## src/rtl/core/qte_pkg.sv

```systemverilog
package qte_pkg;

    localparam int XW  = 34;  // cordic vector width
    localparam int SQW = 62;  // square root work width
    localparam int SQ_STEPS = 31;

    typedef struct packed {
        logic signed [XW-1:0] x;
        logic signed [XW-1:0] y;
        logic [31:0]          z;
    } vec_t;

    typedef struct packed {
        logic [SQW-1:0] n;
        logic [SQW-1:0] r;
    } sq_t;

    // round(atan(2^-i) * 2^32 / (2 pi))
    function automatic logic [31:0] atan_step(input int i);
        logic [31:0] v;
        case (i)
            0:  v = 32'd536870912;
            1:  v = 32'd316933406;
            2:  v = 32'd167458907;
            3:  v = 32'd85004756;
            4:  v = 32'd42667331;
            5:  v = 32'd21354465;
            6:  v = 32'd10679838;
            7:  v = 32'd5340245;
            8:  v = 32'd2670163;
            9:  v = 32'd1335087;
            10: v = 32'd667544;
            11: v = 32'd333772;
            12: v = 32'd166886;
            13: v = 32'd83443;
            14: v = 32'd41722;
            15: v = 32'd20861;
            16: v = 32'd10430;
            17: v = 32'd5215;
            18: v = 32'd2608;
            19: v = 32'd1304;
            20: v = 32'd652;
            21: v = 32'd326;
            22: v = 32'd163;
            23: v = 32'd81;
            24: v = 32'd41;
            25: v = 32'd20;
            26: v = 32'd10;
            27: v = 32'd5;
            28: v = 32'd3;
            29: v = 32'd1;
            30: v = 32'd1;
            default: v = 32'd0;
        endcase
        return v;
    endfunction

endpackage

```

## src/rtl/core/qte_cordic_cell.sv

```systemverilog
module qte_cordic_cell import qte_pkg::*; #(
    parameter int STAGE = 0
) (
    input  logic aclk,
    input  logic ce,
    input  vec_t v_in,
    output vec_t v_reg
);

    localparam logic [31:0] STEP = atan_step(STAGE);

    logic signed [XW-1:0] dx, dy;
    vec_t                 v_next;

    always_comb begin
        dx = v_in.y >>> STAGE;
        dy = v_in.x >>> STAGE;
        v_next = v_in;
        // a vector already on the axis stays put
        if (v_in.y > 0) begin
            v_next.x = v_in.x + dx;
            v_next.y = v_in.y - dy;
            v_next.z = v_in.z + STEP;
        end else if (v_in.y < 0) begin
            v_next.x = v_in.x - dx;
            v_next.y = v_in.y + dy;
            v_next.z = v_in.z - STEP;
        end
    end

    always_ff @(posedge aclk) begin
        if (ce) begin
            v_reg <= v_next;
        end
    end

endmodule

```

## config.mk

```make
export PLATFORM = sky130hd
export DESIGN_NAME = qte_cordic_cell
export DESIGN_NICKNAME = d
export VERILOG_FILES = /design/src/rtl/core/qte_pkg.sv /design/src/rtl/core/qte_cordic_cell.sv
export SDC_FILE = /design/constraint.sdc
export NUM_CORES = 1
export LEC_CHECK = 0
export ABC_AREA = 1
export BUFFER_PORTS_ARGS = -buffer_cell sky130_fd_sc_hd__buf_2
export CAP_MARGIN = 40
export CORE_UTILIZATION = 40
export DETAILED_ROUTE_END_ITERATION = 10
export GPL_ROUTABILITY_DRIVEN = 1
export GPL_TIMING_DRIVEN = 0
export PLACE_DENSITY_LB_ADDON = 0.25
export SYNTH_ARGS = -nofsm -noshare
export SYNTH_HDL_FRONTEND = slang
export SYNTH_SLANG_ARGS = --single-unit
```

## constraint.sdc

```tcl
create_clock -name aclk -period 3.2 [get_ports aclk]
set_clock_uncertainty 0.05 [all_clocks]
set_input_delay 0.32 -clock aclk [delete_from_list [all_inputs] [get_ports aclk]]
set_output_delay 0.32 -clock aclk [all_outputs]
set_load 0.03 [all_outputs]
```

# Word level (Yosys, flattened, before mapping)
# Index checks and enable logic that the tools add are counted.
# totals
wordCells,12
input_bits,102
reg_bits,100
# classes
n_mux,2
add_sub_neg,5
order_cmp,2
# ops
op,n
two-way mux 100 bit,2
subtractor 34 bit,2
adder 34 bit,1
"> comparator 34 x 1 -> 1 bit, second input constant",1
"< comparator 34 x 1 -> 1 bit, second input constant",1
"adder 32 x 30 -> 32 bit, second input constant",1
"subtractor 32 x 30 -> 32 bit, second input constant",1

# Longest topological paths before layout
# Gate-level depths: netlist (run 1).
# depth
depth_word,3
mapped_depth,18
ltp_nobuf,17

# Worst setup path after synthesis (run 1)
# OpenSTA, ideal clock, no wires.
# synth_path
path_type,input-to-reg
startpoint,input v_in[66] (netlist bit)
endpoint,register v_reg[98] (netlist bit) (data pin)
setup_ns,0.259
path_slack_ns,1.133
required_time_ns,2.891
stages,15
arrival_time_ns,1.758
cell_sequence,inv_1 ha_1 fa_1 inv_1 nand3_1 nand2_1 nand2_1 nand2_1 nand2_1 nand2_1 nand2_1 nand2_1 nand2_1 nand3_1 nand3_1
# synth_lines
item,line_no,source
from (decl),qte_cordic_cell.sv:6,"input vec_t v_in,"
to (signal assigned),qte_cordic_cell.sv:33,v_reg <= v_next;
to (decl),qte_cordic_cell.sv:7,output vec_t v_reg

==> impl_metrics.csv, run 1 <==
group,metric,value,unit
outcome,outcome,"finished clean",
worst_setup_path,path_depth,10,
global_route,antenna_found_initial,1,
clock_network,cts_root_buf,"clkbuf_16",
finish,syn_to_final_growth,16.2,%
clock_network,htree_levels,3,
clock_network,cts_buffers,9,
yosys,synthFlopType,"edfxtp_1",
yosys,syn_area,11400,sq um
yosys,ys_seq_area_share,26.3,%
routing,drtPass1Iterations,6,
worst_setup_path,arrival,2630,ps
placed_design,gp_congestion,0.986,
die,ioPinCount,202,
die,initial_utilization,40.9,%
sta,finalSetupViolCount,0,
job,drv_cap,0,
yosys,synthArstFlopShare,0,%
placed_design,port_buffers,201,
power,power_switching,2250,uW
clock_network,cts_tree,"built",
power,p_leak,0.00724,uW
worst_setup_path,slowest_delay,350,ps
placed_design,dp_hpwl,37700,um
power,switching_share,42.8,%
sta,finalSetupTns,0,ps
sta,slew_viol_final,0,
finish,n_antenna_cell,0,
finish,layout.nets,2206,
clock_network,postCtsSetupBuffers,0,
yosys,ys_warn_count,0,
placed_design,dpl_worst_slack,243,ps
routing,first_iter_violations,1228,
routing,vias,12300,
global_route,grt_pass1_wl,66400,um
clock_network,ctsHoldBuffers,0,
worst_setup_path,start_kind,"input pin",
worst_setup_path,crit_buf_inv,4,
sta,worst_slack,643,ps
global_route,groute.usage.overall,31.2,%
yosys,synth_edf_count,100,
yosys,avgSynthCellArea,6.41,sq um
worst_setup_path,crit_fanout,10,
yosys,synth_area_leaders,"edfxtp_1 26%, nand2_1 19%, ha_1 11%",
worst_setup_path,cpMaxStageDelayCell,"nor3_1",
sta,tightest_slew,827,ps
sta,finalCritPeriodShare,79.9,%
sta,max_slew_margin,44.9,%
sta,fmaxAchievable,0.391,GHz
min_path,hold_class,"in2reg",
worst_setup_path,path_class,"in2reg",
global_route,grt_max_degree,71,
sta,finalWorstPathRequiredPeriod,2560,ps
worst_setup_path,crit_chain,"buf_2, inv_1, nand4_1, nor3_1, nand4_2, nand2_2, inv_2, buf_2, nand3_1, nand3_1",
routing,wl,45300,um
sta,final-hold-violation-count,0,
routing,drtAntennaViolNets,0,
power,p_seq_share,31.9,%
routing,post-route-drc-count,0,
sta,whs,72.6,ps
finish,layout_commonest_cell,"nand2_1",
power,combinationalPowerShare,43.8,%
die,coreArea,27900,sq um
clock_network,clk_pin_slew,80,ps
routing,viasPerCell,5.18,
global_route,grt-ovfl-total,0,
worst_setup_path,critPathCaptureType,"flop",
die,die-area,29300,sq um
power,intPower,3010,uW
power,irDropWorstVdd,0.223,mV
power,clockPowerShare,24.3,%
yosys,synth_fp_nets,1991,
yosys,yosysUniqueCellTypes,43,
finish,layout_common_cells,"588 x nand2_1, 326 x inv_1, 217 x buf_2, 184 x nand3_1, 122 x nor2_1",
die,die_h,171,um
sta,rsz0062_at_grt,"false",
worst_setup_path,crit_start,"v_in[34]",
yosys,synth_cells,1784,
die,die_x,171,um
worst_setup_path,crit_end,"v_reg[93]",
clock_network,clockBufferDepth,2,
global_route,grt_pass1_vias,11600,
clock_network,numClockSinks,100,
clock_network,cts.repair.resized,0,
finish,drive_gt1_share,15.8,%
finish,largest_register_ffs,100,
routing,wl_per_cell,19.0,um
power,powerDensity,396,nW/um^2
worst_setup_path,cp_top_family,"simple AND/OR/NAND/NOR gates",
yosys,synth_area_leader_cell,"edfxtp_1",
worst_setup_path,critPathRequiredTime,3270,ps
yosys,ys_ff_latch,100,
yosys,synth_top_area_share,26.3,%
die,rows,61,
[stage by stage]
step	total power [uW]	cell area, sq um	util [%]	instances
final	5260	13300	47.6	2381
after global routing	5540	13300	47.6	2381
after CTS	5240	13300	47.6	2381
after detailed placement	3960	13000	46.4	2366
after global placement	3940	12900	46.2	2363
after floorplan	3220	11400	-	1784
[cell families (layout without fill, tap and decap cells)]
logic type	after synthesis	count (layout)	synth area share, %
AND/OR/NAND/NOR	972	972	36.3
AO/OA/AOI/OAI	194	194	9.41
adder cells (fa/ha/maj)	105	105	11.7
XOR/XNOR	32	32	2.45
flip-flops	100	100	26.3
buffers and inverters	381	600	13.9
[layout make-up]
class	instances	area (sq um)
Buffer	47	329
Clock inverter	6	96.3
Inverter	334	1250
Fill cell	2991	14600
Multi-Input combinational cell	1303	6850
Tap cell	378	473
Clock buffer	9	225
Sequential cell	100	3000
Timing Repair Buffer	204	1060
[how the worst min path moves through the flow]
stage / startpoint / end / slack, ps / cells past startpoint
after floorplan: v_in[0] / v_reg[0] / 370 / 0
after global placement: v_in[24] / v_reg[24] / 450 / 1
after detailed placement: v_in[16] / v_reg[16] / 450 / 1
after CTS: v_in[7] / v_reg[7] / 60 / 1
after global routing: v_in[14] / v_reg[14] / 60 / 1
final: v_in[7] / v_reg[7] / 70 / 1
[layer usage]
layer  vias to the layer above  part of all wire, %  GRT usage, %
li1                       6054                    -             -
met5                         -                    0             0
met4                         0                  4.6          14.4
met1                      5659                   46          42.9
met3                       111                  8.3          6.18
met2                       521                   41          46.7
[synthesized netlist by cell type (2+ instances only)]
master and instances:
a21o_1 3, a21oi_1 85, a21oi_2 4, a31oi_1 2
buf_2 17, buf_4 17, buf_6 9, clkbuf_1 3
edfxtp_1 100, fa_1 3, ha_1 102, inv_1 326
inv_2 7, nand2_1 588, nand2_2 14, nand2_4 4
nand3_1 184, nand3_2 2, nand3b_1 4, nand4_1 18
nor2_1 122, nor2_2 8, nor2_4 4, nor3_1 11
nor3_2 4, nor4_2 2, o211ai_1 13, o21a_1 4
o21ai_0 55, o21ai_1 13, o21bai_1 12, or2_1 2
or2_2 2, xnor2_1 4, xor2_1 28
[power groups by stage]
stage / logic (uW) / clock network [uW] / registers [uW]
5_1_grt: 2510 / 1330 / 1700
6_report: 2300 / 1280 / 1680
3_3_place_gp: 2240 / 0 / 1710
2_1_floorplan: 1170 / 0 / 2050
3_5_place_dp: 2250 / 0 / 1710
4_1_cts: 2260 / 1300 / 1680
(Power assumes the default switching activity.)
==> run 2: changes to the inputs <==
ABC_AREA = 0   (was 1)
clock period = 2.5 ns   (was 3.2 ns; I/O delays follow)
==> run 2 against run 1 <==
Against the previous run: the flow now finishes with violations (negative hold slack, negative setup slack); utilization rose by 16 points; sequential power rose by 28%; count of clock-buffer cells in the layout did not move; power grew 44%; die area fell by 14%; non-clock buffer count rose by 186; area after synthesis down 14%; critical path type unchanged.
==> impl_metrics.csv, run 2 <==
group,metric,value,unit
outcome,violations,"negative hold slack, negative setup slack",
finish,largest_register_ffs,100,
finish,layout_commonest_cell,"buf_2",
yosys,ys_ff_latch,100,
die,die-area,25200,sq um
clock_network,cts_root_buf,"clkbuf_16",
global_route,groute.usage.overall,34.7,%
yosys,avgSynthCellArea,8.39,sq um
yosys,synthFlopType,"edfxtp_1",
yosys,syn_area,9840,sq um
global_route,antenna_found_initial,0,
power,powerDensity,492,nW/um^2
worst_setup_path,path_class,"in2reg",
sta,finalSetupViolCount,35,
placed_design,dpl_worst_slack,-1480,ps
clock_network,numClockSinks,100,
worst_setup_path,cp_top_family,"simple AND/OR/NAND/NOR gates",
power,finalPower,7580,uW
die,die_x,159,um
worst_setup_path,start_kind,"input pin",
min_path,holdPathStages,1,
worst_setup_path,critPathCaptureType,"flop",
clock_network,cts_buffers,9,
worst_setup_path,crit_fanout,4,
global_route,grt_pass1_wl,66800,um
clock_network,clockBufferDepth,2,
die,coreArea,24200,sq um
yosys,synth_cells,1173,
sta,tightest_slew,1030,ps
routing,drtPass1Iterations,6,
worst_setup_path,cpMaxStageDelayCell,"or4_4",
power,irDropWorstVdd,0.324,mV
finish,n_antenna_cell,0,
global_route,grt_max_degree,59,
global_route,grt-ovfl-total,0,
yosys,synth_most_common_cell,"a21oi_1",
yosys,synth_area_leaders,"edfxtp_1 31%, ha_1 13%, a21oi_1 7.9%",
power,p_leak,0.00637,uW
die,die_h,159,um
sta,rsz0062_at_grt,"true",
global_route,grt_pass1_vias,11300,
yosys,synth_top_area_share,30.5,%
finish,drive_gt1_share,44.4,%
yosys,ys_warn_count,0,
die,initial_utilization,40.6,%
sta,finalCritPeriodShare,116,%
yosys,synth_edf_count,100,
sta,whs,-2.85,ps
job,drv_cap,0,
routing,post-route-drc-count,0,
min_path,hold_class,"in2reg",
sta,final-hold-violation-count,1,
min_path,min_to,"v_reg[25]",
routing,wl,45600,um
routing,viasPerCell,6.26,
sta,max_slew_margin,31.4,%
finish,layout.nets,1755,
yosys,synth_area_leader_cell,"edfxtp_1",
outcome,outcome,"finished, violations left",
finish,layout_common_cells,"165 x buf_2, 116 x buf_4, 106 x a21oi_1, 100 x edfxtp_1, 87 x nor2_1",
routing,first_iter_violations,1356,
clock_network,clk_pin_slew,80,ps
die,ioPinCount,202,
clock_network,cts_tree,"built",
sta,slew_viol_final,0,
routing,vias,11800,
die,rows,57,
sta,finalWorstPathRequiredPeriod,2890,ps
placed_design,port_buffers,200,
yosys,synth_fp_nets,1380,
worst_setup_path,crit_buf_inv,3,
yosys,yosysUniqueCellTypes,82,
yosys,synthArstFlopShare,0,%
yosys,ys_seq_area_share,30.5,%
worst_setup_path,arrival,2960,ps
routing,wl_per_cell,24.3,um
worst_setup_path,critPathRequiredTime,2570,ps
yosys,synth_common_cells,"156 x a21oi_1, 105 x inv_1, 102 x ha_1",
clock_network,htree_levels,3,
worst_setup_path,crit_chain,"buf_12, inv_8, ha_4, buf_6, nand4_1, or2_1, or4_4, o22ai_4, o211ai_2, a21oi_2, nor2_1, a221oi_2, or3b_4",
worst_setup_path,slowest_delay,450,ps
sta,fmaxAchievable,0.346,GHz
finish,syn_to_final_growth,56.7,%
placed_design,gp_congestion,1.01,
placed_design,dp_hpwl,31700,um
sta,worst_slack,-389,ps
min_path,hold_start,"v_in[25]",
routing,drtAntennaViolNets,0,
## run 2: layer usage
metal	part of all wire (%)	wire length, um	track usage (%)
met3	11	4930	8.02
met5	0	0	0
met1	39	17800	44.1
met2	44	19900	53.7
met4	6.6	2990	20.1
## run 2: metrics by stage
step                      utilization (%)  cell area [sq um]  instances  TNS [ps]
after floorplan                         -              10200       1173     -2050
after global placement               47.7              11600       1697    -93460
after detailed placement             48.0              11600       1700    -82590
after CTS                            58.9              14300       1818     -4280
after global routing                 63.6              15400       1877     -7900
final                                63.6              15400       1877     -6560
## run 2: cells by family (layout without fill, tap and decap cells)
family                   count (synthesis)  count (layout)  share of synthesized area (%)
XOR/XNOR                                 9               9                          0.801
flip-flops                             100             100                           30.5
AO/OA/AOI/OAI                          477             477                           32.9
adder cells (fa/ha/maj)                105             105                           13.6
buffers and inverters                  181             561                           7.11
multiplexers                             8               8                          0.827
AND/OR/NAND/NOR                        293             293                           14.3
## run 2: area by class of cell
| class | instances | area (sq um) |
|---|---|---|
| Tap cell | 324 | 405 |
| Clock buffer | 9 | 225 |
| Buffer | 70 | 594 |
| Multi-Input combinational cell | 892 | 7830 |
| Clock inverter | 7 | 90.1 |
| Sequential cell | 100 | 3000 |
| Timing Repair Buffer | 367 | 2770 |
| Inverter | 108 | 495 |
| Fill cell | 2046 | 8830 |
## run 2: timing repair
item                                    CTS  global route
hold buffers                             25             0
endpoints found under the setup margin   71            57
pin swaps                               100           107
setup buffers                            81            64
gates resized for setup                 358           190
endpoints found under the hold margin    25             0
## run 2: worst max-delay path by stage
| stage | start | to | slack, ps | cells past startpoint |
|---|---|---|---|---|
| after global placement | v_in[63] | v_reg[91] | -2070 | 8 |
| final | v_in[50] | v_reg[94] | -390 | 13 |
| after CTS | v_in[55] | v_reg[64] | -360 | 13 |
| after floorplan | v_in[67] | v_reg[65] | -440 | 10 |
| after global routing | v_in[50] | v_reg[94] | -400 | 13 |
| after detailed placement | v_in[63] | v_reg[78] | -1480 | 11 |
## run 2: report_power, final
group | internal, uW | leakage (uW) | total [uW] | switching, uW
Combinational | 1510 | 0.00524 | 3840 | 2330
Clock | 808 | 0.000156 | 1590 | 783
Sequential | 2110 | 0.000979 | 2150 | 44.1
==> run 3: changes to the inputs <==
SETUP_SLACK_MARGIN = 0.15   (was unset)
==> run 3 against run 2 <==
Against the previous run: the flow finishes with violations (negative setup slack); power up 3.1%; utilization up 4.0 points; sequential cell count unchanged; non-clock buffer count up 29; clock power down 4%; combinational power up 7.8%; critical path depth unchanged; sequential power about the same; sequential share of layout area down 1.1 points; count of clock-buffer cells in the layout unchanged; worst setup slack worse by 13 ps; final cell count up 1.5%.
==> impl_metrics.csv, run 3 (same netlist as run 2, synthesis figures left out) <==
group,metric,value,unit
min_path,hold_start,"v_in[14]",
sta,slew_viol_final,0,
finish,n_antenna_cell,0,
power,clockPowerShare,19.5,%
clock_network,cts_buffers,9,
outcome,violations,"negative setup slack",
global_route,grt_pass1_vias,11200,
global_route,grt_busiest_layer,"met2",
clock_network,cts_tree,"built",
finish,regArea,3000,sq um
placed_design,dpl_worst_slack,-1480,ps
sta,whs,1.26,ps
finish,fillers,1885,
global_route,grt-ovfl-total,0,
die,die_h,159,um
finish,syn_to_final_growth,66.5,%
power,powerDensity,477,nW/um^2
routing,wl,47600,um
routing,post-route-drc-count,0,
placed_design,port_buffers,200,
worst_setup_path,path_class,"in2reg",
finish,layout_common_cells,"167 x buf_2, 134 x buf_4, 100 x edfxtp_1, 85 x a21oi_1, 76 x nor2_1",
global_route,grt_pass1_wl,67300,um
sta,finalCritPeriodShare,116,%
finish,largest_register_ffs,100,
clock_network,htree_levels,3,
clock_network,ctsHoldBuffers,0,
worst_setup_path,crit_start,"v_in[33]",
sta,max_slew_margin,27.7,%
sta,fmaxAchievable,0.345,GHz
finish,drive_gt1_share,51.4,%
worst_setup_path,critPathRequiredTime,2550,ps
global_route,groute.usage.overall,34.9,%
global_route,grt_util_met1,44.7,%
finish,instances_no_fill,1905,
sta,final-hold-violation-count,0,
worst_setup_path,crit_end,"v_reg[65]",
die,ioPinCount,202,
global_route,antenna_found_initial,0,
finish,layout_commonest_cell,"buf_2",
clock_network,clk_pin_slew,90,ps
power,switching_share,41.5,%
sta,rsz0062_at_grt,"true",
power,intPower,4570,uW
job,drv_cap,0,
routing,first_iter_violations,1421,
outcome,outcome,"finished, violations left",
die,die-area,25200,sq um
placed_design,place_area,11800,sq um
die,coreArea,24200,sq um
finish,layout.nets,1784,
power,p_leak,0.00674,uW
power,combinationalPowerShare,53.0,%
finish,design_area,16400,sq um
die,initial_utilization,40.6,%
power,power_switching,3250,uW
worst_setup_path,arrival,2950,ps
sta,tightest_slew,1080,ps
min_path,hold_class,"in2reg",
die,die_x,159,um
global_route,use_met2,54.6,%
clock_network,cts_root_buf,"clkbuf_16",
routing,drtPass1Iterations,6,
clock_network,numClockSinks,100,
sta,finalWorstPathRequiredPeriod,2900,ps
global_route,grt_max_degree,66,
routing,vias,12200,
finish,multi_input_area,8320,sq um
placed_design,dp_hpwl,32400,um
placed_design,gp_congestion,0.999,
sta,worst_slack,-402,ps
routing,wl_per_cell,25.0,um
finish,final_core_util,67.5,%
die,rows,57,
routing,viasPerCell,6.40,
power,p_seq_share,27.6,%
power,irDropWorstVdd,0.296,mV
routing,drtAntennaViolNets,0,
worst_setup_path,start_kind,"input pin",
global_route,grt_util_met3,6.53,%
worst_setup_path,critPathCaptureType,"flop",
worst_setup_path,crit_fanout,3,
clock_network,clockBufferDepth,2,
sta,finalSetupViolCount,45,
placed_design,placed_cells,1704,
run 3: cell types whose count changed in the layout (fill, tap and decap cells not counted), sizes merged:
cell         before  now
dlygate4sd3      25    0
clkinv            5    1
clkinvlp          4    7
clkbuf           60   56
buf             361  419
run 3: timing repair:
item                       4_1_cts  5_1_grt
pin swaps                      128      120
setup endpoints to repair       71       60
buffers inserted               120       60
gates cloned                     1        5
resized for setup              407      252
run 3: critical path, stage by stage:
cell       delay [ps]
buf_12            100
inv_8              30
ha_4              240
nor2b_4           150
o211ai_4          100
a2111o_2          500
a41oi_4           270
a31oi_4           150
o21ai_4           170
a311o_1           330
buf_6             160
a2111oi_4          70
or3b_4            440
run 3: final cells by class:
| cell class | count | area share [%] |
|---|---|---|
| Tap cell | 324 | 2.47 |
| Clock buffer | 9 | 1.37 |
| Inverter | 108 | 2.86 |
| Timing Repair Buffer | 393 | 19.4 |
| Sequential cell | 100 | 18.3 |
| Clock inverter | 6 | 0.443 |
| Buffer | 73 | 4.32 |
| Multi-Input combinational cell | 892 | 50.8 |
run 3: worst min-delay path by stage:
stage          cells past startpoint        end  slack [ps]
2_1_floorplan                      0   v_reg[0]         300
3_3_place_gp                       1  v_reg[19]         380
3_5_place_dp                       1  v_reg[27]         380
4_1_cts                            1  v_reg[11]           2
5_1_grt                            1   v_reg[4]           2
6_report                           1  v_reg[14]           1
run 3: metrics by stage:
step	setup TNS [ps]	power, uW
final	-5610	7820
after detailed placement	-75510	4990
after global placement	-78830	4960
after global routing	-7230	8070
after CTS	-3480	7220
after floorplan	-1890	4070
run 3: power groups by stage:
stage	Clock, uW	Sequential (uW)	Combinational (uW)
final	1520	2150	4140
after CTS	1530	2160	3530
after global placement	0	2190	2770
after floorplan	0	2630	1440
after global routing	1590	2180	4300
after detailed placement	0	2190	2790
run 3: layer usage:
metal,share of wire [%],vias to the layer above
met5,0,-
met4,7.0,0
met3,11,257
met2,44,936
met1,39,5782
li1,-,5223
