File: src/rtl/core/qte_pkg.sv
package qte_pkg;

    localparam int XW  = 34;  // cordic vector width
    localparam int SQW = 62;  // square root work width
    localparam int SQ_STEPS = 31;

    typedef struct packed {
        logic signed [XW-1:0] x;
        logic signed [XW-1:0] y;
        logic [31:0]          z;
    } vec_t;

    typedef struct packed {
        logic [SQW-1:0] n;
        logic [SQW-1:0] r;
    } sq_t;

    // round(atan(2^-i) * 2^32 / (2 pi))
    function automatic logic [31:0] atan_step(input int i);
        logic [31:0] v;
        case (i)
            0:  v = 32'd536870912;
            1:  v = 32'd316933406;
            2:  v = 32'd167458907;
            3:  v = 32'd85004756;
            4:  v = 32'd42667331;
            5:  v = 32'd21354465;
            6:  v = 32'd10679838;
            7:  v = 32'd5340245;
            8:  v = 32'd2670163;
            9:  v = 32'd1335087;
            10: v = 32'd667544;
            11: v = 32'd333772;
            12: v = 32'd166886;
            13: v = 32'd83443;
            14: v = 32'd41722;
            15: v = 32'd20861;
            16: v = 32'd10430;
            17: v = 32'd5215;
            18: v = 32'd2608;
            19: v = 32'd1304;
            20: v = 32'd652;
            21: v = 32'd326;
            22: v = 32'd163;
            23: v = 32'd81;
            24: v = 32'd41;
            25: v = 32'd20;
            26: v = 32'd10;
            27: v = 32'd5;
            28: v = 32'd3;
            29: v = 32'd1;
            30: v = 32'd1;
            default: v = 32'd0;
        endcase
        return v;
    endfunction

endpackage

File: src/rtl/core/qte_sqrt_cell.sv
module qte_sqrt_cell import qte_pkg::*; #(
    parameter int K = 0
) (
    input  logic aclk,
    input  logic ce,
    input  sq_t  d_in,
    output sq_t  d_reg
);

    localparam logic [SQW-1:0] BIT = SQW'(1) << (2 * K);

    sq_t            d_next;
    logic [SQW-1:0] trial;

    always_comb begin
        trial = d_in.r + BIT;
        if (d_in.n >= trial) begin
            d_next.n = d_in.n - trial;
            d_next.r = (d_in.r >> 1) + BIT;
        end else begin
            d_next.n = d_in.n;
            d_next.r = d_in.r >> 1;
        end
    end

    always_ff @(posedge aclk) begin
        if (ce) begin
            d_reg <= d_next;
        end
    end

endmodule

File: config.mk
export PLATFORM = sky130hd
export DESIGN_NAME = qte_sqrt_cell
export DESIGN_NICKNAME = d
export VERILOG_FILES = /design/src/rtl/core/qte_pkg.sv /design/src/rtl/core/qte_sqrt_cell.sv
export SDC_FILE = /design/constraint.sdc
export NUM_CORES = 1
export LEC_CHECK = 0
export BUFFER_PORTS_ARGS = -buffer_cell sky130_fd_sc_hd__buf_2
export CORE_ASPECT_RATIO = 0.5
export CORE_MARGIN = 5
export CORE_UTILIZATION = 40
export DETAILED_ROUTE_END_ITERATION = 12
export GPL_TIMING_DRIVEN = 0
export HOLD_SLACK_MARGIN = 0.06
export PLACE_DENSITY = 0.66
export SYNTH_ARGS = -nofsm -noshare
export SYNTH_HDL_FRONTEND = slang
export SYNTH_SLANG_ARGS = --single-unit
export TNS_END_PERCENT = 30
File: constraint.sdc
create_clock -name aclk -period 9 [get_ports aclk]
set_clock_uncertainty 0.1 [all_clocks]
set_input_delay 0.45 -clock aclk [delete_from_list [all_inputs] [get_ports aclk]]
set_output_delay 0.45 -clock aclk [all_outputs]
set_load 0.01 [all_outputs]
* After elaboration in Yosys (flattened, before gate mapping)
Index checks and enable logic that the tools add are counted.
** Operators by class
- Add/sub/neg operators :: 3
- Magnitude comparators :: 1
- Mux-type cells :: 1
** Operator list (count)
- $mux W124 :: 1
- $add A61 B1 Y62 const B :: 1
- $add A62 B1 Y62 const B :: 1
- $ge A62 B62 Y1 :: 1
- $sub A62 B62 Y62 :: 1
** Storage, ports and cells
- Bits in registers :: 124
- Word-level logic and storage cells :: 8
- Output and inout bits :: 124

* Logic depth before layout (Yosys ltp)
Gate-level depths: netlist of the first run.
- Depth in word-level cells :: 3
- Gate-level depth with buffers :: 25
- Gate-level depth less buffers :: 20

* Worst setup path after synthesis of the first run
No wires, ideal clock.
- Kind :: in2reg
- From :: input port d_in[7] (netlist bit)
- To :: register d_reg[31] (netlist bit) (data pin)
- Required time :: 8634 ps
- Slack :: 3509 ps
- Cell stages on the path :: 21
- Arrival :: 5126 ps
- Cell sequence :: clkbuf_1 -> and3_1 -> nand2_1 -> nor2_1 -> nand2_1 -> or3_1 -> or3_1 -> nor2_1 -> nand3_1 -> xnor2_1 -> ha_1 -> and3_1 -> nand2_1 -> or4_4 -> or3_4 -> a31o_1 -> buf_6 -> or3_4 -> buf_6 -> nor4_4 -> xor2_1
** RTL lines
- start, declared :: RTL line qte_sqrt_cell.sv:6 : input sq_t d_in,
- end signal, assigned :: RTL line qte_sqrt_cell.sv:28 : d_reg <= d_next;
- end, declared :: RTL line qte_sqrt_cell.sv:7 : output sq_t d_reg

==> results of run 1 <==
## metal layers
layer,part of all wire,vias to the layer above,global-route usage
li1,-,4942,-
met1,0.44,5073,0.366
met2,0.47,420,0.432
met3,0.075,45,0.0591
met4,0.017,0,0.0691
met5,0,-,0
## power groups by stage
| stage | clock [mW] | combinational (mW) | sequential, mW |
|---|---|---|---|
| 6_report | 0.735 | 0.624 | 0.736 |
| 5_1_grt | 0.766 | 0.678 | 0.741 |
| 4_1_cts | 0.741 | 0.618 | 0.737 |
| 3_5_place_dp | 0 | 0.614 | 0.748 |
| 3_3_place_gp | 0 | 0.610 | 0.748 |
| 2_1_floorplan | 0 | 0.329 | 0.784 |
## worst min-delay path by stage
stage | from | to | slack [ns] | depth (start not counted)
4_1_cts | d_in[121] | d_reg[121]$_DFFE_PP_ | 0.20 | 3
2_1_floorplan | ce | d_reg[0]$_DFFE_PP_ | 0.46 | 0
6_report | d_in[70] | d_reg[70]$_DFFE_PP_ | 0.21 | 3
3_3_place_gp | d_in[121] | d_reg[121]$_DFFE_PP_ | 0.67 | 3
5_1_grt | d_in[121] | d_reg[121]$_DFFE_PP_ | 0.21 | 3
3_5_place_dp | d_in[117] | d_reg[117]$_DFFE_PP_ | 0.66 | 3
## cell usage after synthesis, types with 3 or more instances
cell,n,share of area
buf_2,19,0.0091
nand2b_1,7,0.0042
xnor2_1,92,0.077
or3_1,6,0.0036
nor2b_1,6,0.0036
o21bai_1,15,0.011
nand3_1,40,0.019
a221oi_1,4,0.0033
and2_1,7,0.0042
o21ai_0,57,0.027
a211oi_1,12,0.0086
o31ai_1,8,0.0057
nor2_1,140,0.050
a31oi_1,6,0.0036
inv_1,24,0.0086
a21o_1,23,0.016
o21a_1,4,0.0029
xor2_1,85,0.071
buf_6,3,0.0032
clkbuf_1,31,0.011
edfxtp_1,124,0.35
and4_1,7,0.0058
a21oi_1,117,0.056
or4_1,3,0.0021
o21ai_1,4,0.0019
o41ai_1,4,0.0033
or2_2,6,0.0036
o221ai_1,3,0.0025
o211ai_1,3,0.0021
nand2_1,139,0.050
and3_1,21,0.013
nand4_1,46,0.027
ha_1,64,0.076
nor3_1,29,0.014
buf_1,6,0.0021
nor4_1,11,0.0066
## per-stage QoR
step	std cells	hold WS, ns	util	power, mW
2_1_floorplan	1216	0.462	-	1.11
3_3_place_gp	1798	0.666	0.475	1.36
3_5_place_dp	1799	0.662	0.477	1.36
4_1_cts	1830	0.196	0.500	2.10
5_1_grt	1833	0.209	0.501	2.19
6_report	1833	0.211	0.501	2.10
## cells by family after synthesis
family	synth area share
buffers and inverters	0.0345
adders and majority gates	0.0782
and+or+nand+nor	0.222
AOI/OAI and AO/OA	0.163
DFF	0.355
xor gates and xnor gates	0.148
## worst min-delay path, delay by kind of cell
kind	cells	cell delay, ns
compound gates	1	0.06
simple gates	1	0.04
buf+inv	1	0.10
## layout make-up
type                       count  area share
antenna                        3    0.000588
buffer                        59      0.0210
clock buffer                  19      0.0339
clock inverter                12      0.0135
inverter                      25     0.00735
multi-input combinational   1008       0.502
sequential                   124       0.292
tap                          344      0.0337
timing repair buffer         239      0.0960
==> results.py, run 1 <==
metrics = {
    "run_status": {
        "status": "finished, final reports clean",
    },
    "die": {
        "die_w_um": 239,
        "die_area_sq_um": 29800,
        "io_pins": 250,
        "core_area_sq_um": 25500,
        "row_count": 41,
        "die_y_um": 125,
        "initial_core_util": 0.412,
    },
    "global_route": {
        "grt-ovfl-total": 0,
        "antenna_found_initial": 4,
        "grt_pass1_vias": 10286,
        "grt_max_degree": 92,
        "grt_pass1_wl_mm": 61.4,
        "grt_util_all_layers": 0.268,
    },
    "finish": {
        "drive_above_1_share": 0.210,
        "fillerInstances": 2495,
        "layout_common_cells": "buf_2 (256), nor2_1 (140), nand2_1 (139), edfxtp_1 (124), a21oi_1 (117)",
        "multi_input_comb_area_sq_um": 6410,
        "nNetsFinal": 1665,
        "largest_reg_flops": 124,
        "regArea_sq_um": 3720,
        "layout_commonest_cell": "buf_2",
        "postLayoutCellArea_sq_um": 12800,
        "syn_to_final_growth_pct": 21.6,
    },
    "pwr": {
        "p_leak_nw": 5.07,
        "p_per_area_nw_per_um2": 164,
        "p_seq_frac": 0.351,
        "p_sw_uw": 693,
        "sw_frac_of_total": 0.331,
        "p_int_mw": 1.40,
        "power_frac_comb": 0.298,
        "peakVddDrop_mv": 0.141,
        "power.share.clock": 0.351,
    },
    "clock_tree": {
        "ctsHoldBuffers": 0,
        "cts_setup_buffers": 0,
        "cts_buffer_depth": 2,
        "cts_tree": "yes",
        "cts_sinks": 124,
        "cts_resized": 0,
        "numCtsBuffers": 17,
        "clkTransAtPathRegs_ns": 0.06,
        "cts_root_buffer": "clkbuf_16",
        "htree_levels": 4,
    },
    "critical_path": {
        "cp_data_required_time_ns": 9.17,
        "crit_top_cell": "clkbuf_1",
        "crit_arrival_ns": 8.42,
        "cp.depth": 23,
        "crit_path_max_fanout": 10,
        "crit_path_end_kind": "register",
        "startpoint_type": "input pin",
        "cp_slowest_cell": "clkbuf_1",
        "crit_end": "d_reg[118]$_DFFE_PP_",
        "critPathBufInv": 5,
        "crit_family": "compound AO/OA/AOI/OAI gates",
        "critPathMaxStageDelay_ns": 0.83,
        "crit_start": "d_in[10]",
        "path_class": "in -> reg",
        "crit_chain": "clkbuf_1 > and4_1 > nand4_1 > nor2_1 > and4_1 > clkbuf_1 > nand4_1 > nor3_1 > nand2_1 > xor2_1 > ha_1 > buf_2 > a21oi_1 > o21ai_0 > a211oi_1 > o21ai_0 > a221oi_1 > or3_4 > and3_2 > clkbuf_1 > clkbuf_1 > nand2_1 > o31ai_1",
    },
    "routing": {
        "ant_nets": 0,
        "drc": 0,
        "wire_per_inst_um": 22.5,
        "wl_mm": 41.2,
        "dr.pass1.iters": 5,
        "drt_iter0_markers": 1143,
        "via_per_inst": 5.72,
        "vias": 10480,
    },
    "sta": {
        "period_needed_ns": 8.25,
        "slew_violations": 0,
        "relSlewSlack": 0.277,
        "worst_slew_pin_slew_ns": 1.07,
        "grt_setup_unrepaired": "false",
        "setup_ws_ns": 0.745,
        "finalSetupTns_ns": 0,
        "period_share": 0.917,
        "fmax_mhz": 121,
        "hold_viol_final": 0,
        "setup_viol": 0,
    },
    "yosys": {
        "netlist_area_sq_um": 10500,
        "synth_area_per_cell_sq_um": 8.63,
        "netlist_instances": 1216,
        "synth-edff-count": 124,
        "ys_types": 68,
        "synth_ff_type": "edfxtp_1",
        "ys_seq_area_frac": 0.355,
        "ys.warnings.count": 0,
        "synth_seq_cells": 124,
        "async_reset_ff_frac": 0,
        "syn_nets": 1407,
    },
    "placed_design": {
        "dp_hpwl_mm": 33.2,
        "placed_cell_area_sq_um": 12100,
        "io_buffers": 238,
        "finalWeightedCongestion": 0.963,
        "dp_slack_ns": 0.789,
    },
    "hold_path": {
        "hold_path_class": "in -> reg",
    },
    "job": {
        "maxCapViolCount": 0,
    },
}
Note: power is estimated with default switching activity, not from simulation.
==> run 2, diff against run 1 <==
- ABC_AREA: default -> 1
- PLACE_DENSITY: 0.66 -> 0.65
==> run 2 against run 1 <==
  * Die area up 29%
  * Synthesized cell count up 87%
  * Area after synthesis up 31%
  * Total power up 11%
  * Critical path type unchanged
==> results.py, run 2 <==
metrics = {
    "placed_design": {
        "dp_hpwl_mm": 52.9,
        "dp_slack_ns": 3.23,
        "finalWeightedCongestion": 0.996,
        "io_buffers": 245,
    },
    "sta": {
        "fmax_mhz": 179,
        "finalSetupTns_ns": 0,
        "period_share": 0.619,
        "relSlewSlack": 0.363,
        "slew_violations": 0,
        "hold_viol_final": 0,
        "period_needed_ns": 5.57,
        "worst_slew_pin_slew_ns": 0.952,
        "setup_ws_ns": 3.43,
        "setup_viol": 0,
        "grt_setup_unrepaired": "false",
        "hold_slack_ns": 0.180,
    },
    "clock_tree": {
        "clkTransAtPathRegs_ns": 0.08,
        "cts_tree": "yes",
        "htree_levels": 4,
        "ctsHoldBuffers": 0,
        "cts_setup_buffers": 0,
        "cts_sinks": 124,
        "cts_resized": 0,
        "cts_buffer_depth": 2,
        "numCtsBuffers": 17,
        "cts_root_buffer": "clkbuf_16",
    },
    "global_route": {
        "busiest_layer": "met2",
        "grt_pass1_vias": 13918,
        "use_met2": 0.468,
        "antenna_found_initial": 3,
        "grt_pass1_wl_mm": 88.2,
        "grt_util_all_layers": 0.314,
        "met3_usage": 0.0896,
        "grt_max_degree": 101,
        "met1_usage": 0.454,
        "grt-ovfl-total": 0,
    },
    "yosys": {
        "ys_top_cells_by_area": "edfxtp_1 (27%), nand2_1 (26%), inv_1 (12%), xor2_1 (8.9%), ha_1 (5.8%)",
        "synth.top_cell.area_share": 0.270,
        "synth-edff-count": 124,
        "synth_area_per_cell_sq_um": 6.08,
        "synth_seq_cells": 124,
        "syn_nets": 2459,
        "yosysMostFrequentCell": "nand2_1",
        "netlist_area_sq_um": 13800,
        "ys.warnings.count": 0,
        "ys_types": 34,
        "synth_ff_type": "edfxtp_1",
        "synth_largest_area_cell": "edfxtp_1",
        "synthTopCellsByCount": "nand2_1 (943), inv_1 (435), nor2_1 (178)",
        "async_reset_ff_frac": 0,
        "netlist_instances": 2268,
        "ys_seq_area_frac": 0.270,
    },
    "critical_path": {
        "crit_path_max_fanout": 10,
        "startpoint_type": "input pin",
        "path_class": "in -> reg",
        "crit_end": "d_reg[96]$_DFFE_PP_",
        "crit_family": "simple AND/OR/NAND/NOR gates",
        "crit_path_end_kind": "register",
        "cp.depth": 25,
        "cp_slowest_cell": "ha_1",
        "crit_start": "d_in[1]",
        "cp_data_required_time_ns": 9.21,
        "critPathBufInv": 3,
        "crit_arrival_ns": 5.78,
        "critPathMaxStageDelay_ns": 0.48,
        "crit_top_cell": "nand2_1",
    },
    "pwr": {
        "sw_frac_of_total": 0.404,
        "p_per_area_nw_per_um2": 144,
        "p_sw_uw": 940,
        "power_frac_comb": 0.362,
        "p_seq_frac": 0.325,
        "power.share.clock": 0.313,
        "p_int_mw": 1.39,
        "peakVddDrop_mv": 0.116,
        "p_leak_nw": 8.82,
    },
    "die": {
        "die_w_um": 273,
        "initial_core_util": 0.403,
        "die_y_um": 141,
        "row_count": 48,
        "core_area_sq_um": 34200,
        "die_area_sq_um": 38500,
        "io_pins": 250,
    },
    "finish": {
        "nNetsFinal": 2724,
        "syn_to_final_growth_pct": 17.4,
        "layout_common_cells": "nand2_1 (943), inv_1 (435), buf_2 (250), nor2_1 (178), xor2_1 (140)",
        "multi_input_comb_area_sq_um": 8170,
        "drive_above_1_share": 0.131,
        "fin_util": 0.473,
        "largest_reg_flops": 124,
        "layout_commonest_cell": "nand2_1",
        "regArea_sq_um": 3720,
        "fillerInstances": 3767,
    },
    "routing": {
        "vias": 15152,
        "dr.pass1.iters": 6,
        "wire_per_inst_um": 20.7,
        "ant_nets": 0,
        "via_per_inst": 5.06,
        "drc": 0,
        "wl_mm": 61.9,
        "drt_iter0_markers": 1647,
    },
    "job": {
        "maxCapViolCount": 0,
    },
    "hold_path": {
        "min_from": "d_in[69]",
        "hold_path_class": "in -> reg",
    },
    "run_status": {
        "status": "finished, final reports clean",
    },
}
==> run 2: metrics by stage <==
| step | power [mW] | instances | area (sq um) |
|---|---|---|---|
| finish | 2.33 | 2997 | 16200 |
| detailed placement | 1.59 | 2964 | 15600 |
| global route | 2.44 | 2997 | 16200 |
| CTS | 2.32 | 2996 | 16200 |
| global placement | 1.59 | 2963 | 15600 |
| floorplan | 1.25 | 2268 | 13800 |
==> run 2: worst min-delay path by stage <==
stage	endpoint	slack [ns]	cells after the start
6_report	d_reg[69]$_DFFE_PP_	0.18	3
5_1_grt	d_reg[75]$_DFFE_PP_	0.18	3
4_1_cts	d_reg[69]$_DFFE_PP_	0.16	3
2_1_floorplan	d_reg[0]$_DFFE_PP_	0.46	0
3_3_place_gp	d_reg[69]$_DFFE_PP_	0.64	3
3_5_place_dp	d_reg[75]$_DFFE_PP_	0.64	3
==> run 2: cells by family after synthesis <==
group,synth area share
buffers and inverters,0.137
adder cells (fa/ha/maj),0.0595
XOR/XNOR,0.0927
AO/OA/AOI/OAI,0.0359
flip-flops,0.270
AND/OR/NAND/NOR,0.404
==> run 2: cell type report <==
cell class	count	area share
Sequential cell	124	0.230
Antenna cell	1	0.000155
Clock inverter	15	0.00928
Inverter	439	0.102
Timing Repair Buffer	246	0.0778
Clock buffer	17	0.0263
Tap cell	450	0.0348
Buffer	31	0.0151
Multi-Input combinational cell	1674	0.505
==> run 2: power by group through the flow <==
stage	combinational [mW]	clock (mW)	sequential [mW]
3_3_place_gp	0.817	0	0.770
2_1_floorplan	0.436	0	0.812
3_5_place_dp	0.821	0	0.769
4_1_cts	0.825	0.737	0.757
6_report	0.843	0.730	0.756
5_1_grt	0.916	0.765	0.762
==> run 2: metal layers <==
metal,wire (um),vias to the layer above
li1,-,7492
met3,6490,74
met5,13,-
met1,28700,7007
met2,25500,577
met4,1300,2
==> run 3, diff against run 2 <==
- ABC_AREA: 1 -> 0
- PLACE_DENSITY: 0.65 -> 0.66
- clock period: 9 -> 5.51 ns (I/O delays scaled with it)
==> run 3 against run 2 <==
  * Combinational power is 23% higher
  * Count of clock-buffer cells in the layout is 2 higher
  * Global-route usage is 4.5 points lower
  * Design area is 19% lower
  * Via count is 30% lower
  * Highest routed layer is now met4
  * Critical endpoint is now d_reg[45]$_DFFE_PP_
  * Utilization is 4.0 points higher
==> results.py, run 3 (same netlist as run 1, synthesis figures left out) <==
metrics = {
    "critical_path": {
        "cp_data_required_time_ns": 5.67,
        "crit_top_cell": "nor2_1",
        "startpoint_type": "input pin",
        "crit_end": "d_reg[45]$_DFFE_PP_",
        "cp.depth": 21,
        "crit_arrival_ns": 5.54,
        "cp_slowest_cell": "or4_4",
        "crit_path_max_fanout": 10,
        "crit_chain": "buf_2 > and4_2 > and2_1 > nand2_1 > nor2_1 > and3_1 > inv_1 > nor2_1 > and4_1 > nand2_1 > xor2_1 > ha_1 > buf_2 > nand4_1 > or4_4 > or3_4 > a31o_1 > buf_6 > or4_4 > nor2_1 > xor2_1",
        "crit_start": "d_in[3]",
        "critPathBufInv": 4,
        "critPathMaxStageDelay_ns": 0.60,
        "crit_path_end_kind": "register",
        "path_class": "in -> reg",
        "crit_family": "simple AND/OR/NAND/NOR gates",
    },
    "clock_tree": {
        "clkTransAtPathRegs_ns": 0.06,
        "cts_root_buffer": "clkbuf_16",
        "cts_tree": "yes",
        "cts_buffer_depth": 2,
        "numCtsBuffers": 17,
        "htree_levels": 4,
        "cts_sinks": 124,
    },
    "pwr": {
        "peakVddDrop_mv": 0.227,
        "power.share.clock": 0.348,
        "power_frac_comb": 0.303,
        "p_int_mw": 2.31,
        "p_leak_nw": 5.22,
        "p_per_area_nw_per_um2": 263,
        "p_seq_frac": 0.349,
        "sw_frac_of_total": 0.330,
        "p_sw_mw": 1.14,
    },
    "routing": {
        "wl_mm": 41.5,
        "drc": 0,
        "vias": 10618,
        "drt_iter0_markers": 1327,
        "ant_nets": 0,
        "dr.pass1.iters": 7,
        "wire_per_inst_um": 22.4,
        "via_per_inst": 5.75,
    },
    "hold_path": {
        "hold_path_class": "in -> reg",
    },
    "die": {
        "core_area_sq_um": 25500,
        "io_pins": 250,
        "die_area_sq_um": 29800,
        "initial_core_util": 0.412,
        "row_count": 41,
        "die_w_um": 239,
        "die_y_um": 125,
    },
    "finish": {
        "multi_input_comb_area_sq_um": 6560,
        "fillerInstances": 2473,
        "fin_util": 0.513,
        "syn_to_final_growth_pct": 24.6,
        "largest_reg_flops": 124,
        "nNetsFinal": 1677,
        "layout_commonest_cell": "buf_2",
        "instances_no_fill": 1847,
        "regArea_sq_um": 3720,
        "layout_common_cells": "buf_2 (258), nand2_1 (137), nor2_1 (134), edfxtp_1 (124), a21oi_1 (116)",
        "drive_above_1_share": 0.238,
    },
    "global_route": {
        "grt_util_all_layers": 0.269,
        "grt_pass1_vias": 10350,
        "grt_max_degree": 92,
        "grt-ovfl-total": 0,
        "grt_pass1_wl_mm": 61.6,
        "antenna_found_initial": 6,
    },
    "sta": {
        "worst_slew_pin_slew_ns": 1.03,
        "setup_viol": 0,
        "period_share": 0.977,
        "period_needed_ns": 5.38,
        "fmax_mhz": 186,
        "hold_viol_final": 0,
        "slew_violations": 0,
        "relSlewSlack": 0.307,
    },
    "job": {
        "maxCapViolCount": 0,
    },
    "placed_design": {
        "finalWeightedCongestion": 0.963,
        "io_buffers": 238,
        "dp_cells": 1799,
        "dp_hpwl_mm": 33.2,
    },
    "run_status": {
        "status": "finished, final reports clean",
    },
}
## run 3: cell types whose count changed in the layout (fill, tap and decap cells not counted), moves of 11 or more
cell	before	now
nand3_1	114	40
clkbuf_1	2	19
inv_1	435	24
nor2_1	178	134
a211oi_1	0	11
nand2_1	943	137
and3_1	2	20
a21o_1	0	23
xnor2_1	6	91
o21bai_1	1	15
xor2_1	140	85
nor3_1	42	25
a21oi_1	38	116
dlygate4sd3_1	0	11
## run 3: repair_timing
item | 4_1_cts | 5_1_grt
endpoints found under the hold margin | 11 | 0
pin swaps | 1 | 1
gates resized for setup | 31 | 28
endpoints found under the setup margin | 124 | 120
setup buffers | 1 | 1
hold buffers | 11 | 0
## run 3: worst min path at each step
stage | from | to | slack [ns] | cells after the start
2_1_floorplan | ce | d_reg[0]$_DFFE_PP_ | 0.29 | 0
6_report | d_in[88] | d_reg[88]$_DFFE_PP_ | 0.08 | 3
5_1_grt | d_in[13] | d_reg[12]$_DFFE_PP_ | 0.07 | 2
3_5_place_dp | d_in[117] | d_reg[117]$_DFFE_PP_ | 0.49 | 3
3_3_place_gp | d_in[121] | d_reg[121]$_DFFE_PP_ | 0.49 | 3
4_1_cts | d_in[119] | d_reg[119]$_DFFE_PP_ | 0.06 | 3
## run 3: area by class of cell
| class | count | area share |
|---|---|---|
| antenna | 5 | 0.000957 |
| inverter | 25 | 0.00718 |
| buffer | 58 | 0.0230 |
| tap | 344 | 0.0329 |
| clock inverter | 12 | 0.0132 |
| multi-input combinational | 1008 | 0.501 |
| sequential | 124 | 0.285 |
| clock buffer | 19 | 0.0331 |
| timing repair buffer | 252 | 0.103 |
## run 3: power groups by stage
stage	Clock (mW)	Combinational [mW]	Sequential (mW)
6_report	1.20	1.04	1.20
5_1_grt	1.25	1.13	1.21
4_1_cts	1.21	1.03	1.20
3_5_place_dp	0	1.00	1.22
2_1_floorplan	0	0.538	1.28
3_3_place_gp	0	0.997	1.22
## run 3: per-layer routing
layer	wire length [um]	vias to the layer above	share of wire	GRT usage
li1	-	4972	-	-
met3	3050	51	0.074	0.0555
met5	0	-	0	0
met1	18200	5115	0.44	0.369
met4	709	0	0.017	0.0738
met2	19500	480	0.47	0.433
## run 3: worst min-delay path: stages
cell and delay, ns:
buf_2 0.11, nand2_1 0.05, o21ai_0 0.07
## run 3: metrics by stage
stage	setup slack, ns	total power [mW]	setup TNS [ns]	hold slack [ns]	cell area [sq um]
after floorplan	0.193	1.82	0	0.288	10500
after global placement	-2.61	2.22	-224.89	0.491	12100
after detailed placement	-2.53	2.22	-217.39	0.488	12100
after CTS	0.00227	3.44	0	0.0617	13000
after global routing	-0.000571	3.59	-0.000571	0.0689	13100
final	0.129	3.44	0	0.0786	13100
